<file path="src/rtl/stsc_pkg.sv">
// stsc_pkg: shared constants and helpers for the inverse stereographic projection block.
// Holds the CORDIC arctangent table, fixed-point constants and the angle clamp function.
// No dependencies.
`timescale 1ns / 1ps

package stsc_pkg;

    localparam int COORD_WIDTH_DEF = 16;
    localparam int ANGLE_ITER_DEF  = 16;
    localparam int TABLE_LEN       = 24;
    localparam int GUARD_BITS      = 16;

    // angle accumulator, Q2.30 rad, signed
    localparam int ZW    = 33;
    // latitude CORDIC datapath width
    localparam int LAT_W = 50;

    localparam logic [29:0] INV_GAIN_Q30    = 30'd652032874;
    localparam logic [29:0] INV_PI_Q30      = 30'd341782638;
    localparam logic [29:0] TWO_OVER_PI_Q30 = 30'd683565276;
    localparam logic [30:0] HALF_PI_Q30     = 31'd1686629713;
    localparam logic [23:0] SCALE_RESET     = 24'd27146;

    // register index within the config space
    localparam logic REG_VIEW_SCALE = 1'b0;

    function automatic logic [31:0] stsc_atan(input int idx);
        logic [31:0] v;
        begin
            case (idx)
                0:  v = 32'd843314856;
                1:  v = 32'd497837829;
                2:  v = 32'd263043836;
                3:  v = 32'd133525158;
                4:  v = 32'd67021686;
                5:  v = 32'd33543515;
                6:  v = 32'd16775850;
                7:  v = 32'd8388437;
                8:  v = 32'd4194282;
                9:  v = 32'd2097149;
                10: v = 32'd1048575;
                11: v = 32'd524287;
                12: v = 32'd262143;
                13: v = 32'd131071;
                14: v = 32'd65535;
                15: v = 32'd32767;
                16: v = 32'd16383;
                17: v = 32'd8191;
                18: v = 32'd4095;
                19: v = 32'd2047;
                20: v = 32'd1023;
                21: v = 32'd511;
                22: v = 32'd255;
                23: v = 32'd127;
                default: v = 32'd0;
            endcase
            return v;
        end
    endfunction

    // clamp a CORDIC angle to [0, pi/2]
    function automatic logic [30:0] stsc_clamp(input logic signed [ZW-1:0] z);
        logic [30:0] c;
        begin
            if (z[ZW-1])
                c = 31'd0;
            else if (z[ZW-2:0] > {1'b0, HALF_PI_Q30})
                c = HALF_PI_Q30;
            else
                c = z[30:0];
            return c;
        end
    endfunction

endpackage

</file>
<file path="src/rtl/stsc_cell.sv">
// stsc_cell: one vectoring CORDIC micro-rotation with a registered output.
// Uses stsc_pkg for the arctangent table and angle width.
`timescale 1ns / 1ps

module stsc_cell
    import stsc_pkg::*;
#(
    parameter int DW  = 34,
    parameter int IDX = 0,
    parameter int SW  = 4
) (
    input  logic                 i_clk,
    input  logic                 i_rst_n,
    input  logic                 i_valid,
    input  logic signed [DW-1:0] i_x,
    input  logic signed [DW-1:0] i_y,
    input  logic signed [ZW-1:0] i_z,
    input  logic [SW-1:0]        i_side,
    output logic                 o_valid,
    output logic signed [DW-1:0] o_x,
    output logic signed [DW-1:0] o_y,
    output logic signed [ZW-1:0] o_z,
    output logic [SW-1:0]        o_side
);

    localparam logic signed [ZW-1:0] ATAN_STEP = ZW'(stsc_atan(IDX));

    logic signed [DW-1:0] xs, ys;
    logic signed [DW-1:0] n_x, n_y;
    logic signed [ZW-1:0] n_z;
    logic                 r_valid;
    logic signed [DW-1:0] r_x, r_y;
    logic signed [ZW-1:0] r_z;
    logic [SW-1:0]        r_side;

    assign xs = i_x >>> IDX;
    assign ys = i_y >>> IDX;

    always_comb begin
        if (!i_y[DW-1]) begin
            n_x = i_x + ys;
            n_y = i_y - xs;
            n_z = i_z + ATAN_STEP;
        end else begin
            n_x = i_x - ys;
            n_y = i_y + xs;
            n_z = i_z - ATAN_STEP;
        end
    end

    always_ff @(posedge i_clk) begin
        if (!i_rst_n) begin
            r_valid <= 1'b0;
        end else begin
            r_valid <= i_valid;
        end
    end

    always_ff @(posedge i_clk) begin
        r_x    <= n_x;
        r_y    <= n_y;
        r_z    <= n_z;
        r_side <= i_side;
    end

    assign o_valid = r_valid;
    assign o_x     = r_x;
    assign o_y     = r_y;
    assign o_z     = r_z;
    assign o_side  = r_side;

endmodule

</file>
<file path="config.mk">
export PLATFORM = sky130hd
export DESIGN_NAME = stsc_cell
export DESIGN_NICKNAME = d
export VERILOG_FILES = /design/src/rtl/stsc_pkg.sv /design/src/rtl/stsc_cell.sv
export SDC_FILE = /design/constraint.sdc
export NUM_CORES = 1
export LEC_CHECK = 0
export BUFFER_PORTS_ARGS = -buffer_cell sky130_fd_sc_hd__buf_4
export CAP_MARGIN = 20
export CORE_ASPECT_RATIO = 1.75
export CORE_MARGIN = 2
export CORE_UTILIZATION = 45
export DETAILED_ROUTE_END_ITERATION = 8
export GPL_ROUTABILITY_DRIVEN = 0
export PLACE_DENSITY = 0.65
export SETUP_SLACK_MARGIN = 0.05
export SKIP_CTS_REPAIR_TIMING = 1
export SLEW_MARGIN = 10
export SYNTH_ARGS = -nofsm -noshare
export SYNTH_HDL_FRONTEND = slang
export SYNTH_SLANG_ARGS = --single-unit
</file>
<file path="constraint.sdc">
create_clock -name i_clk -period 7.4 [get_ports i_clk]
set_input_delay 0.37 -clock i_clk [delete_from_list [all_inputs] [get_ports i_clk]]
set_output_delay 0.37 -clock i_clk [all_outputs]
set_load 0.01 [all_outputs]
</file>
==> flow_summary.toml, run 1 <==
[status]
status = "complete, no violations"

[final_layout]
layout_commonest_cell = "buf_4"
final_cell_mix = "215 x buf_4, 127 x a21oi_1, 127 x ha_1, 105 x inv_1, 105 x dfxtp_1"
syn_to_final_growth_pct = 21.51
drive_above_1_share_pct = 18.54
fin_cells = 1654
fin_util_pct = 55.40
diodes = 0
final_area_mm2 = 0.01155
nNetsFinal = 1636

[route]
vias_per_cell = 5.722
num_vias = 9464
routedWlPerCell_um = 18.31
drtPass1Iterations = 5
drt-initial-drc-count = 618
finalWirelength_mm = 30.29
drc = 0
drtAntennaViolNets = 0

[global_route]
grt_max_degree = 75
antenna_found_initial = 0
grt_pass1_vias = 9543
grt_overflow = 0
grt_first_pass_wirelength_mm = 47.49
track_usage_pct = 26.82

[logic_synthesis]
syn-cell-area_mm2 = 0.009503
async_reset_ff_share_pct = 0
syn_nets = 1458
synth.distinct_cells = 79
avgSynthCellArea_um2 = 7.796
synth_flop_cell = "dfxtp_1"
yosysSeqAreaShare_pct = 22.12
ys_seq_elements = 105
yosys_warnings = 0
synth_edf_count = 0
netlist_instances = 1219

[setup_path]
worstPathRequired_ns = 7.71
critPathCaptureType = "register"
cp-startpoint = "i_y[33]"
arrival_ns = 3.81
cp-start-kind = "primary input"
crit_fanout = 47
worst-setup-path-type = "in2reg"
endpoint = "o_z[29]"

[sta]
max_freq_ghz = 0.2859
period_minus_slack_ns = 3.498
fin_ws_ns = 3.902
fin_hold_ws_ns = 0.08647
worstMarginPinSlew_ns = 0.8318
finalSetupViolCount = 0
fin_setup_tns_ns = 0
rsz0062_at_grt = "no"
relSlewSlack_pct = 44.07
slew_viol_final = 0
fin_crit_sh_pct = 47.27
hold_violations = 0

[placed_design]
dp_cells = 1638
hpwl_mm = 24.09
placed_cell_area_mm2 = 0.01124
port_buffers = 213
dp_slack_ns = 3.569

[floorplan]
die_area_mm2 = 0.02234
die_h_um = 196.2
ios = 214
core_mm2 = 0.02085
rows = 70
start_util_pct = 45.59
die-width_um = 113.9

[clock_tree]
clk_pin_slew_ns = 0.08
cts_tree = "done"
cts_max_level = 3
cts_root_buffer = "clkbuf_16"
numCtsBuffers = 9
cts_buffer_depth = 2
cts.sinks = 105

[flow_run]
max-cap-violations = 0

[hold_path]
hp-class = "in2reg"

[power_and_ir_drop]
powerDensity_mw_per_mm2 = 192.5
ir_drop_mv = 0.09932
power_leakage_nw = 5.429
total_power_mw = 2.223
## cell type report
class,instances,area [um2]
Multi-Input combinational cell,958,6802
Tap cell,252,315.3
Clock buffer,9,225.2
Sequential cell,105,2102
Timing Repair Buffer,215,1614
Fill cell,2090,9298
Clock inverter,7,83.83
Inverter,108,405.4
## Yosys cell counts (12+ instances only)
master / instances / area, um2
ha_1: 127 / 1589
clkbuf_1: 24 / 90.09
nor2b_1: 22 / 137.6
buf_1: 15 / 56.30
dfxtp_1: 105 / 2102
nor3_1: 40 / 200.2
xor2_1: 19 / 166.4
nand3_1: 19 / 95.09
nor2_1: 94 / 352.8
a21oi_1: 127 / 635.6
nand2_1: 69 / 259.0
o31ai_1: 15 / 112.6
o21a_1: 17 / 127.6
a211oi_1: 12 / 90.09
o21bai_1: 25 / 187.7
o21ai_0: 78 / 390.4
xnor2_1: 67 / 586.8
inv_1: 105 / 394.1
a21o_1: 34 / 255.2
mux2i_1: 17 / 170.2
## where the power goes
part / internal [mW] / switching, mW / total (mW)
registers: 0.691 / 0.0400 / 0.731
clock network: 0.269 / 0.250 / 0.519
logic: 0.437 / 0.536 / 0.973
total: 1.40 / 0.826 / 2.22
## cells by family (layout without fill, tap and decap cells)
family,after synthesis,after routing,synth area share [%]
compound gates,408,408,28.12
xor+xnor,86,86,7.926
fa+ha+maj,131,131,17.56
buf+inv,156,339,6.307
flops,105,105,22.12
mux,17,17,1.791
simple gates,316,316,16.17
## sequential cells by signal (all words and copies together) (netlist names)
| name | cells |
|---|---|
| o_x | 34 |
| o_y | 33 |
| o_z | 33 |
| o_side | 4 |
| o_valid | 1 |
## worst max-delay path, cell delays in order
cell	delay, ns
buf_4	0.24
inv_1	0.09
buf_4	0.54
ha_1	0.39
nor2b_1	0.16
o31a_1	0.27
o31ai_1	0.55
a31oi_1	0.34
nand4bb_1	0.30
a31o_2	0.26
a21oi_1	0.17
xnor2_1	0.13
## how the worst min path moves through the flow
| stage | startpoint | endpoint | slack (ns) | cells after the start |
|---|---|---|---|---|
| after floorplan | i_side[0] | o_side[0] | 0.40 | 0 |
| after global placement | i_side[0] | o_side[0] | 0.47 | 1 |
| after detailed placement | i_z[0] | o_z[0] | 0.48 | 1 |
| after CTS | i_z[0] | o_z[0] | 0.08 | 1 |
| after global routing | i_side[0] | o_side[0] | 0.08 | 1 |
| final | i_z[0] | o_z[0] | 0.09 | 1 |
## metal layers
metal | routed length, um | track usage, %
met1 | 10730 | 26.75
met5 | 0 | 0
met2 | 16500 | 51.83
met4 | 1592 | 14.95
met3 | 1464 | 3.831
Note: power is estimated with default switching activity, not from simulation.
==> run 2, diff against run 1 <==
==> constraint.sdc (replaced) <==
create_clock -name i_clk -period 3.51 [get_ports i_clk]
set_input_delay 0.1755 -clock i_clk [delete_from_list [all_inputs] [get_ports i_clk]]
set_output_delay 0.1755 -clock i_clk [all_outputs]
set_load 0.01 [all_outputs]
==> flow_summary.toml, run 2 (synthesized netlist as in run 1, its figures left out) <==
[setup_path]
cp-start-kind = "primary input"
path_buf_inv = 2
crit_chain = "buf_4 -> inv_1 -> ha_1 -> o21ai_0 -> o21ai_1 -> a21oi_1 -> nor3b_1 -> o31ai_1 -> a211oi_1 -> a311o_1 -> a31oi_1 -> xnor2_1"
slowest_stage = "o31ai_1"
worstPathRequired_ns = 3.81
critPathCaptureType = "register"
crit_path_max_incr_delay_ns = 0.50
worst-setup-path-type = "in2reg"
crit_fanout = 8
worst-path-stages = 12
crit_family = "compound AO/OA/AOI/OAI gates"
arrival_ns = 3.14

[route]
drtPass1Iterations = 5
drc = 0
finalWirelength_mm = 30.83
num_vias = 9703
routedWlPerCell_um = 18.29
vias_per_cell = 5.755
drtAntennaViolNets = 0
drt-initial-drc-count = 604

[power_and_ir_drop]
ir_drop_mv = 0.2122
powerDensity_mw_per_mm2 = 402.2
power_leakage_nw = 5.586

[clock_tree]
cts_buffer_depth = 2
numCtsBuffers = 9
cts.sinks = 105
cts_root_buffer = "clkbuf_16"
cts_tree = "done"
clk_pin_slew_ns = 0.08
cts_max_level = 3

[floorplan]
start_util_pct = 45.59
die_area_mm2 = 0.02234
die-width_um = 113.9
core_mm2 = 0.02085
ios = 214
die_h_um = 196.2
rows = 70

[global_route]
grt_max_degree = 63
grt_first_pass_wirelength_mm = 46.90
grt_overflow = 0
track_usage_pct = 26.74
grt_pass1_vias = 9659
antenna_found_initial = 0

[final_layout]
nNetsFinal = 1668
fin_cells = 1686
fin_util_pct = 56.71
syn_to_final_growth_pct = 24.40
drive_above_1_share_pct = 19.80
layout_commonest_cell = "buf_4"
final_cell_mix = "239 x buf_4, 127 x a21oi_1, 127 x ha_1, 105 x inv_1, 105 x dfxtp_1"
final_area_mm2 = 0.01182
diodes = 0
largest_reg_flops = 34

[hold_path]
min_path_cells = 2
hp-class = "in2reg"

[status]
status = "complete, no violations"

[sta]
slew_viol_final = 0
rsz0062_at_grt = "no"
fin_setup_tns_ns = 0
finalSetupViolCount = 0
period_minus_slack_ns = 2.840
worstMarginPinSlew_ns = 0.6746
fin_hold_ws_ns = 0.01052
relSlewSlack_pct = 55.03
hold_violations = 0
fin_crit_sh_pct = 80.91
max_freq_ghz = 0.3521

[placed_design]
placed_cell_area_mm2 = 0.01142
port_buffers = 213
hpwl_mm = 25.17
dp_cells = 1662

[flow_run]
max-cap-violations = 0
[run 2: final timing paths]
| kind | startpoint | endpoint | slack, ns |
|---|---|---|---|
| max | i_y[33] | o_z[30] | 0.67 |
| min | i_valid | o_valid | 0.01 |
[run 2: routing by layer]
| metal | global-route usage, % | wire length (um) | vias up |
|---|---|---|---|
| met5 | 0 | 0 | - |
| met4 | 19.96 | 2248 | 0 |
| met3 | 3.676 | 1507 | 139 |
| met2 | 51.56 | 16570 | 411 |
| met1 | 24.72 | 10500 | 4426 |
| li1 | - | - | 4727 |
[run 2: final cells by class]
type | instances | area (um2)
clock buffer | 9 | 225.2
clock inverter | 7 | 97.59
fill | 2076 | 9024
inverter | 108 | 405.4
multi-input combinational | 958 | 6802
sequential | 105 | 2102
tap | 252 | 315.3
timing repair buffer | 247 | 1874
[run 2: power by group]
group | total (mW) | switching [mW] | internal, mW
clock | 1.11 | 0.534 | 0.579
sequential | 1.54 | 0.0798 | 1.46
combinational | 2.11 | 1.15 | 0.956
[run 2: stage by stage]
| step | power (mW) | setup slack [ns] |
|---|---|---|
| floorplan | 2.759 | 0.2493 |
| global placement | 3.637 | 0.3497 |
| detailed placement | 3.648 | 0.3041 |
| CTS | 4.777 | 0.7024 |
| global route | 5.028 | 0.5432 |
| finish | 4.755 | 0.6700 |
